`config.mk`:
```
export PLATFORM = sky130hd
export DESIGN_NAME = rgb_led_shift_scan_driver_unit
export DESIGN_NICKNAME = d
export VERILOG_FILES = /design/src/rtl/rgbscan_pkg.sv /design/src/rtl/rgb_led_shift_scan_driver_unit.sv /design/src/rtl/rgbscan_ctrl.sv /design/src/rtl/rgbscan_dp.sv
export SDC_FILE = /design/constraint.sdc
export NUM_CORES = 1
export LEC_CHECK = 0
export BUFFER_PORTS_ARGS = -buffer_cell sky130_fd_sc_hd__buf_2
export CAP_MARGIN = 10
export CORE_MARGIN = 1.5
export CORE_UTILIZATION = 45
export DETAILED_ROUTE_END_ITERATION = 16
export MAX_ROUTING_LAYER = met4
export PLACE_DENSITY = 0.75
export SLEW_MARGIN = 20
export SYNTH_ARGS = -nofsm -noshare
export SYNTH_HDL_FRONTEND = slang
export SYNTH_SLANG_ARGS = --single-unit
```
`constraint.sdc`:
```
create_clock -name clk -period 2.8 [get_ports clk]
set_input_delay 0.56 -clock clk [delete_from_list [all_inputs] [get_ports clk]]
set_output_delay 0.56 -clock clk [all_outputs]
set_load 0.01 [all_outputs]
```
`src/rtl/rgbscan_pkg.sv`:
```
// ----------------------------------------------------------------------------
// rgbscan_pkg: shared types and constants for the RGB LED scan driver
// Command codes, phase/anode codes, cathode map table and the
// control/status structs between controller and datapath.
// ----------------------------------------------------------------------------
package rgbscan_pkg;

  localparam int LED_SLOTS    = 16;
  localparam int CHAIN_LENGTH = 16;

  localparam int LED_W = $clog2(LED_SLOTS);
  localparam int POS_W = $clog2(CHAIN_LENGTH);

  localparam int MAP_DEPTH   = 16;
  localparam int SHOWN_LIMIT = 14;

  localparam logic [7:0] NO_LED = 8'd255;

  localparam logic [7:0] CATHODE_MAP [MAP_DEPTH] = '{
    8'd0, 8'd1, 8'd2, 8'd3, 8'd4, 8'd5, 8'd6, 8'd255,
    8'd7, 8'd8, 8'd9, 8'd10, 8'd11, 8'd12, 8'd13, 8'd255
  };

  // input command codes
  localparam logic [1:0] CMD_LIGHT   = 2'd0;
  localparam logic [1:0] CMD_CLEAR   = 2'd1;
  localparam logic [1:0] CMD_REFRESH = 2'd2;

  // colour phases, in scan order
  localparam logic [1:0] PH_RED   = 2'd0;
  localparam logic [1:0] PH_GREEN = 2'd1;
  localparam logic [1:0] PH_BLUE  = 2'd2;

  // anode codes
  localparam logic [1:0] ANODE_NONE  = 2'd0;
  localparam logic [1:0] ANODE_RED   = 2'd1;
  localparam logic [1:0] ANODE_GREEN = 2'd2;
  localparam logic [1:0] ANODE_BLUE  = 2'd3;

  localparam logic [2:0] MASK_RED   = 3'b100;
  localparam logic [2:0] MASK_GREEN = 3'b010;
  localparam logic [2:0] MASK_BLUE  = 3'b001;

  typedef enum logic [1:0] {
    S_IDLE,
    S_SHIFT,
    S_LATCH
  } scan_state_t;

  typedef struct packed {
    logic wr_led;
    logic clr_all;
    logic start;
    logic emit_shift;
    logic emit_latch;
  } dp_cmd_t;

  typedef struct packed {
    logic out_free;
    logic pos_last;
    logic phase_last;
  } dp_sts_t;

  typedef struct packed {
    logic             hit;
    logic [LED_W-1:0] led;
  } led_sel_t;

  function automatic led_sel_t chain_led(input logic [POS_W-1:0] pos);
    led_sel_t   s;
    logic [7:0] m;
    s.hit = 1'b0;
    s.led = '0;
    m = CATHODE_MAP[4'(pos)];
    if (int'(pos) < MAP_DEPTH && m != NO_LED && int'(m) < SHOWN_LIMIT &&
        int'(m) < LED_SLOTS) begin
      s.hit = 1'b1;
      s.led = LED_W'(m);
    end
    return s;
  endfunction

  function automatic logic [2:0] phase_mask(input logic [1:0] phase);
    logic [2:0] m;
    unique case (phase)
      PH_RED:   m = MASK_RED;
      PH_GREEN: m = MASK_GREEN;
      PH_BLUE:  m = MASK_BLUE;
      default:  m = 3'b000;
    endcase
    return m;
  endfunction

  function automatic logic [1:0] phase_anode(input logic [1:0] phase);
    logic [1:0] a;
    unique case (phase)
      PH_RED:   a = ANODE_RED;
      PH_GREEN: a = ANODE_GREEN;
      PH_BLUE:  a = ANODE_BLUE;
      default:  a = ANODE_NONE;
    endcase
    return a;
  endfunction

endpackage

```
`src/rtl/rgb_led_shift_scan_driver_unit.sv`:
```
// ----------------------------------------------------------------------------
// rgb_led_shift_scan_driver_unit: RGB LED shift-register scan driver
// Stores a colour per LED and, on refresh, shifts out cathode bits and
// latch strobes for the red, green and blue anode phases.
// ----------------------------------------------------------------------------
// Light and clear produce no transfer and do not stall the input.
// Refresh produces 3 * (CHAIN_LENGTH + 1) = 51 transfers, one per cycle
// from the result register while out_stall is low; the accepted refresh is
// first registered in the sequencer state, then its first result in the result register.
// Input is stalled for the whole scan.
// Synchronous active-low reset clears all colours, the driven anode and the
// sequencer; no clearing pass is needed.
module rgb_led_shift_scan_driver_unit
  import rgbscan_pkg::*;
(
  input  logic       clk,
  input  logic       rst_n,
  input  logic       in_valid,
  output logic       in_stall,
  input  logic [1:0] in_command,
  input  logic [3:0] in_led_index,
  input  logic [2:0] in_rgb,
  output logic       out_valid,
  input  logic       out_stall,
  output logic       out_serial_data,
  output logic       out_shift_strobe,
  output logic       out_latch_strobe,
  output logic [1:0] out_anode_select,
  output logic       out_last
);

  dp_cmd_t cmd;
  dp_sts_t sts;

  rgbscan_ctrl u_ctrl (
    .clk        (clk),
    .rst_n      (rst_n),
    .in_valid   (in_valid),
    .in_command (in_command),
    .in_stall   (in_stall),
    .sts        (sts),
    .cmd        (cmd)
  );

  rgbscan_dp u_dp (
    .clk              (clk),
    .rst_n            (rst_n),
    .cmd              (cmd),
    .sts              (sts),
    .in_led_index     (in_led_index),
    .in_rgb           (in_rgb),
    .out_valid        (out_valid),
    .out_stall        (out_stall),
    .out_serial_data  (out_serial_data),
    .out_shift_strobe (out_shift_strobe),
    .out_latch_strobe (out_latch_strobe),
    .out_anode_select (out_anode_select),
    .out_last         (out_last)
  );

endmodule

```
`src/rtl/rgbscan_ctrl.sv`:
```
// ----------------------------------------------------------------------------
// rgbscan_ctrl: scan sequencer
// Decodes commands in idle and steps the datapath through the shift and
// latch steps of the three colour phases.
// ----------------------------------------------------------------------------
module rgbscan_ctrl
  import rgbscan_pkg::*;
(
  input  logic       clk,
  input  logic       rst_n,
  input  logic       in_valid,
  input  logic [1:0] in_command,
  output logic       in_stall,
  input  dp_sts_t    sts,
  output dp_cmd_t    cmd
);

  scan_state_t state_r, state_nxt;
  logic        accept;

  assign in_stall = (state_r != S_IDLE);
  assign accept   = in_valid && (state_r == S_IDLE);

  always_ff @(posedge clk) begin
    if (!rst_n) begin
      state_r <= S_IDLE;
    end else begin
      state_r <= state_nxt;
    end
  end

  // next state
  always_comb begin
    state_nxt = state_r;
    unique case (state_r)
      S_IDLE: begin
        if (accept && in_command == CMD_REFRESH) begin
          state_nxt = S_SHIFT;
        end
      end
      S_SHIFT: begin
        if (sts.out_free && sts.pos_last) begin
          state_nxt = S_LATCH;
        end
      end
      S_LATCH: begin
        if (sts.out_free) begin
          state_nxt = sts.phase_last ? S_IDLE : S_SHIFT;
        end
      end
      default: state_nxt = S_IDLE;
    endcase
  end

  // outputs
  always_comb begin
    cmd = '0;
    unique case (state_r)
      S_IDLE: begin
        if (accept) begin
          unique case (in_command)
            CMD_LIGHT:   cmd.wr_led  = 1'b1;
            CMD_CLEAR:   cmd.clr_all = 1'b1;
            CMD_REFRESH: cmd.start   = 1'b1;
            default:     cmd         = '0;
          endcase
        end
      end
      S_SHIFT: cmd.emit_shift = sts.out_free;
      S_LATCH: cmd.emit_latch = sts.out_free;
      default: cmd = '0;
    endcase
  end

endmodule

```
`src/rtl/rgbscan_dp.sv`:
```
// ----------------------------------------------------------------------------
// rgbscan_dp: colour store, scan counters and result register
// Holds the per-LED colours and the driven anode, tracks chain position
// and phase, and forms each shift or latch result.
// ----------------------------------------------------------------------------
module rgbscan_dp
  import rgbscan_pkg::*;
(
  input  logic       clk,
  input  logic       rst_n,
  input  dp_cmd_t    cmd,
  output dp_sts_t    sts,
  input  logic [3:0] in_led_index,
  input  logic [2:0] in_rgb,
  output logic       out_valid,
  input  logic       out_stall,
  output logic       out_serial_data,
  output logic       out_shift_strobe,
  output logic       out_latch_strobe,
  output logic [1:0] out_anode_select,
  output logic       out_last
);

  logic [2:0]       colours_r [LED_SLOTS];
  logic [1:0]       active_anode_r;
  logic [POS_W-1:0] pos_r;
  logic [1:0]       phase_r;

  logic             out_valid_r, out_valid_nxt;
  logic             out_data_r, out_shift_r, out_latch_r, out_last_r;
  logic [1:0]       out_anode_r;

  led_sel_t         sel;
  logic             shift_bit;
  logic             wr_ok;
  logic [LED_W-1:0] wr_idx;
  logic [1:0]       new_anode;

  assign sel       = chain_led(pos_r);
  assign shift_bit = sel.hit && |(colours_r[sel.led] & phase_mask(phase_r));
  assign wr_ok     = int'(in_led_index) < LED_SLOTS;
  assign wr_idx    = LED_W'(in_led_index);
  assign new_anode = phase_anode(phase_r);

  assign sts.out_free   = !out_valid_r || !out_stall;
  assign sts.pos_last   = (pos_r == POS_W'(CHAIN_LENGTH - 1));
  assign sts.phase_last = (phase_r == PH_BLUE);

  // colour store and driven anode
  always_ff @(posedge clk) begin
    if (!rst_n) begin
      for (int i = 0; i < LED_SLOTS; i++) begin
        colours_r[i] <= '0;
      end
      active_anode_r <= ANODE_NONE;
    end else begin
      if (cmd.clr_all) begin
        for (int i = 0; i < LED_SLOTS; i++) begin
          colours_r[i] <= '0;
        end
      end else if (cmd.wr_led && wr_ok) begin
        colours_r[wr_idx] <= in_rgb;
      end
      if (cmd.emit_latch) begin
        active_anode_r <= new_anode;
      end
    end
  end

  // scan counters
  always_ff @(posedge clk) begin
    if (!rst_n) begin
      pos_r   <= '0;
      phase_r <= PH_RED;
    end else begin
      if (cmd.start) begin
        pos_r   <= '0;
        phase_r <= PH_RED;
      end else if (cmd.emit_shift) begin
        pos_r <= pos_r + POS_W'(1);
      end else if (cmd.emit_latch) begin
        pos_r   <= '0;
        phase_r <= sts.phase_last ? PH_RED : phase_r + 2'd1;
      end
    end
  end

  // result register
  always_comb begin
    out_valid_nxt = out_valid_r;
    if (cmd.emit_shift || cmd.emit_latch) begin
      out_valid_nxt = 1'b1;
    end else if (!out_stall) begin
      out_valid_nxt = 1'b0;
    end
  end

  always_ff @(posedge clk) begin
    if (!rst_n) begin
      out_valid_r <= 1'b0;
    end else begin
      out_valid_r <= out_valid_nxt;
    end
  end

  always_ff @(posedge clk) begin
    if (cmd.emit_shift) begin
      out_data_r  <= shift_bit;
      out_shift_r <= 1'b1;
      out_latch_r <= 1'b0;
      out_anode_r <= active_anode_r;
      out_last_r  <= 1'b0;
    end else if (cmd.emit_latch) begin
      out_data_r  <= 1'b0;
      out_shift_r <= 1'b0;
      out_latch_r <= 1'b1;
      out_anode_r <= new_anode;
      out_last_r  <= sts.phase_last;
    end
  end

  assign out_valid        = out_valid_r;
  assign out_serial_data  = out_data_r;
  assign out_shift_strobe = out_shift_r;
  assign out_latch_strobe = out_latch_r;
  assign out_anode_select = out_anode_r;
  assign out_last         = out_last_r;

  // a result is only loaded when the register is empty or being taken
  a_emit_when_free: assert property (@(posedge clk) disable iff (!rst_n)
    (cmd.emit_shift || cmd.emit_latch) |-> sts.out_free)
    else $error("result loaded over an untaken result");

  // a held latch result always matches the anode now driven
  a_latch_anode: assert property (@(posedge clk) disable iff (!rst_n)
    (out_valid_r && out_latch_r) |-> (out_anode_r == active_anode_r))
    else $error("latch result anode differs from driven anode");

  // end of run is the blue latch
  a_last_blue: assert property (@(posedge clk) disable iff (!rst_n)
    (out_valid_r && out_last_r) |-> (out_latch_r && out_anode_r == ANODE_BLUE))
    else $error("last flag on a result other than the blue latch");

  // after any latch some anode is driven
  a_anode_on: assert property (@(posedge clk) disable iff (!rst_n)
    cmd.emit_latch |=> (active_anode_r != ANODE_NONE))
    else $error("no anode driven after latch");

endmodule

```
==> impl_metrics.py <==
metrics = {
    "global_routing": {
        "grt_pass1_wl_um": 13300,
        "gr-total-overflow": 0,
        "grt_max_degree": 17,
        "grt_util_all_layers": 0.212,
        "grt_pass1_vias": 2655,
        "grt_antenna_before_repair": 0,
    },
    "worst_setup_path": {
        "required_ns": 2.89,
        "cp-end-kind": "register",
        "path_class": "register to register",
        "crit_arrival_ns": 2.78,
        "path_max_fanout": 12,
        "cp-start-kind": "register",
    },
    "pwr": {
        "intPower_mw": 1.61,
        "power_switching_uw": 528,
        "power_density_mw_per_mm2": 516,
        "combPwrFrac": 0.074,
        "pwr-share-clk": 0.430,
        "swShare": 0.247,
        "leakagePower_nw": 1.50,
        "p_seq_frac": 0.495,
        "ir_drop_mv": 0.284,
    },
    "floorplanning": {
        "start_util": 0.467,
        "die_w_um": 92.8,
        "die-area_mm2": 0.00861,
        "die_height_um": 92.8,
        "row_count": 32,
        "core_mm2": 0.00777,
        "ios": 21,
    },
    "cts": {
        "root_buffer": "clkbuf_8",
        "htree_levels": 3,
        "clock-sinks": 63,
        "clk_pin_slew_ns": 0.08,
        "cts_tree": "built",
        "clockBufferDepth": 2,
        "cts_made_buffers": 9,
        "clk-insertion-delay-late_ns": 0.35,
        "ctsHoldBuffers": 0,
    },
    "detailed_routing": {
        "first_pass_iters": 5,
        "drc_errors": 0,
        "vias": 2770,
        "routed_wl_um": 8200,
        "detail_route.wl_per_cell_um": 16.7,
        "vias_per_cell": 5.63,
        "drtIter0Drc": 96,
        "ant_nets": 0,
    },
    "sta": {
        "fin_crit_ns": 2.69,
        "drv_slew": 0,
        "finalCritPeriodShare": 0.961,
        "relSlewSlack": 0.459,
        "finalHoldViolCount": 0,
        "fin_setup_tns_ns": 0,
        "skew_ns": 0.00286,
        "max_freq_ghz": 0.372,
        "hold_ws_ns": 0.450,
        "setup_viol": 0,
        "fin_ws_ns": 0.111,
        "tightest_slew_ns": 0.803,
        "rsz0062_at_grt": "yes",
    },
    "cells_and_area": {
        "post-route-util": 0.533,
        "diodes": 0,
        "layout-drive-gt1-share": 0.177,
        "final_cell_mix": "edfxtp_1, and2_1, nand2_1, nor2_1, buf_2",
        "instances_no_fill": 492,
        "nNetsFinal": 410,
        "syn2layout_area_growth_pct": 14.2,
        "final_common_cell": "edfxtp_1",
    },
    "yosys": {
        "synth_area_mm2": 0.00363,
        "yosys_register_bits": 63,
        "synthTopCellsByArea": "edfxtp_1, and2_1, dfxtp_1",
        "synth_enable_flop_cells": 49,
        "synth-main-ff-cell": "edfxtp_1",
        "synth_seq_area_share": 0.483,
        "synthesis.nets": 380,
        "syn_avg_cell_area_um2": 10.2,
        "synth_top_cell_by_area": "edfxtp_1",
        "synthCells": 355,
        "synth.distinct_cells": 58,
        "synthArstFlopShare": 0,
        "synth_top_area_frac": 0.406,
        "ys.warnings.count": 0,
    },
    "run": {
        "drv_cap": 0,
    },
    "placement": {
        "dp_hpwl_um": 6010,
        "gp_congestion": 0.912,
        "place_ws_ns": 0.0610,
        "io_buffers": 20,
        "dpl.cell_count": 476,
    },
    "min_path": {
        "worstHoldPathType": "register to register",
    },
    "status": {
        "outcome": "finished, final reports clean",
    },
}
cell usage after synthesis (2+ instances only):
| cell | instances |
|---|---|
| a31oi_1 | 4 |
| clkbuf_1 | 4 |
| nand2_1 | 25 |
| nor4_1 | 4 |
| nor3_1 | 11 |
| a21o_1 | 2 |
| or2_2 | 2 |
| dfxtp_1 | 14 |
| o31ai_1 | 4 |
| o22ai_1 | 7 |
| o21ai_0 | 18 |
| buf_2 | 7 |
| o221ai_1 | 4 |
| nand2b_1 | 13 |
| mux2i_1 | 14 |
| nor2_1 | 25 |
| a31o_2 | 2 |
| a21boi_0 | 3 |
| nand4_1 | 2 |
| buf_6 | 2 |
| and2_1 | 48 |
| inv_1 | 10 |
| nor2b_1 | 7 |
| a22oi_1 | 3 |
| a21oi_1 | 17 |
| nand3_1 | 4 |
| ha_1 | 12 |
| o21a_1 | 4 |
| edfxtp_1 | 49 |
| nand3b_1 | 4 |
| o21ai_1 | 3 |
state kept, by name, indices dropped and copies added (netlist names):
| signal | count |
|---|---|
| u_dp.colours_r | 46 |
| u_dp.out_latch_strobe | 1 |
| u_ctrl.state_r | 2 |
| u_dp.pos_r | 4 |
| u_dp.out_last | 1 |
| u_dp.out_anode_select | 2 |
| u_dp.active_anode_r | 2 |
| u_dp.out_serial_data | 1 |
| u_dp.phase_r | 2 |
| u_dp.out_shift_strobe | 1 |
| u_dp.out_valid | 1 |
cell type report:
class                           instances  area [um^2]
Fill cell                             707         3620
Multi-Input combinational cell        269         1800
Sequential cell                        63         1750
Timing Repair Buffer                   32          194
Tap cell                              102          128
Clock buffer                            9          124
Clock inverter                          7          105
Inverter                               10         37.5
stage by stage:
| stage | instance area (um^2) | total power [mW] |
|---|---|---|
| 6_report | 4140 | 2.14 |
| 5_1_grt | 4140 | 2.21 |
| 4_1_cts | 4100 | 2.15 |
| 3_5_place_dp | 3870 | 1.23 |
| 3_3_place_gp | 3870 | 1.23 |
| 2_1_floorplan | 3630 | 1.18 |
layer usage:
| metal | vias up | GRT usage | wire (um) |
|---|---|---|---|
| met3 | 15 | 0.0476 | 413 |
| met1 | 1318 | 0.261 | 3620 |
| met4 | 0 | 0.0985 | 159 |
| met5 | - | - | 0 |
| li1 | 1363 | - | - |
| met2 | 74 | 0.333 | 4010 |
worst paths after layout:
path                                            start                    end  slack [ns]  cells past startpoint
worst max-delay path                    u_dp.pos_r[0]   u_dp.out_serial_data        0.11                     11
worst min-delay path            u_dp.out_shift_strobe  u_dp.out_shift_strobe        0.45                      2
worst max register to register          u_dp.pos_r[0]   u_dp.out_serial_data        0.11                     11
worst min register to register  u_dp.out_shift_strobe  u_dp.out_shift_strobe        0.45                      2
power by group through the flow:
stage | Sequential, mW | Clock, mW | Combinational [mW]
finish | 1.06 | 0.921 | 0.159
global route | 1.06 | 0.968 | 0.176
CTS | 1.06 | 0.940 | 0.154
detailed placement | 1.08 | 0 | 0.153
global placement | 1.08 | 0 | 0.150
floorplan | 1.07 | 0 | 0.103
cells by family after synthesis:
group                    count (synthesis)  share of synthesized area
buffers and inverters                   23                     0.0303
adder cells (fa/ha/maj)                 12                     0.0414
AND/OR/NAND/NOR                        153                      0.232
AO/OA/AOI/OAI                           89                      0.172
flip-flops                              63                      0.483
multiplexers                            15                     0.0417
timing repair:
item	CTS	global route
setup endpoints to repair	0	7
resized for setup	0	9
buffers inserted	0	0
critical path: stages (launching register included):
cell,delay (ns)
dfxtp_1,0.37
ha_1,0.25
ha_1,0.23
and2b_1,0.17
o21ai_1,0.21
a21oi_4,0.12
nor3_4,0.13
buf_6,0.19
mux2i_1,0.31
a31oi_1,0.12
a32oi_1,0.21
a311oi_1,0.12
(Power assumes the default switching activity.)
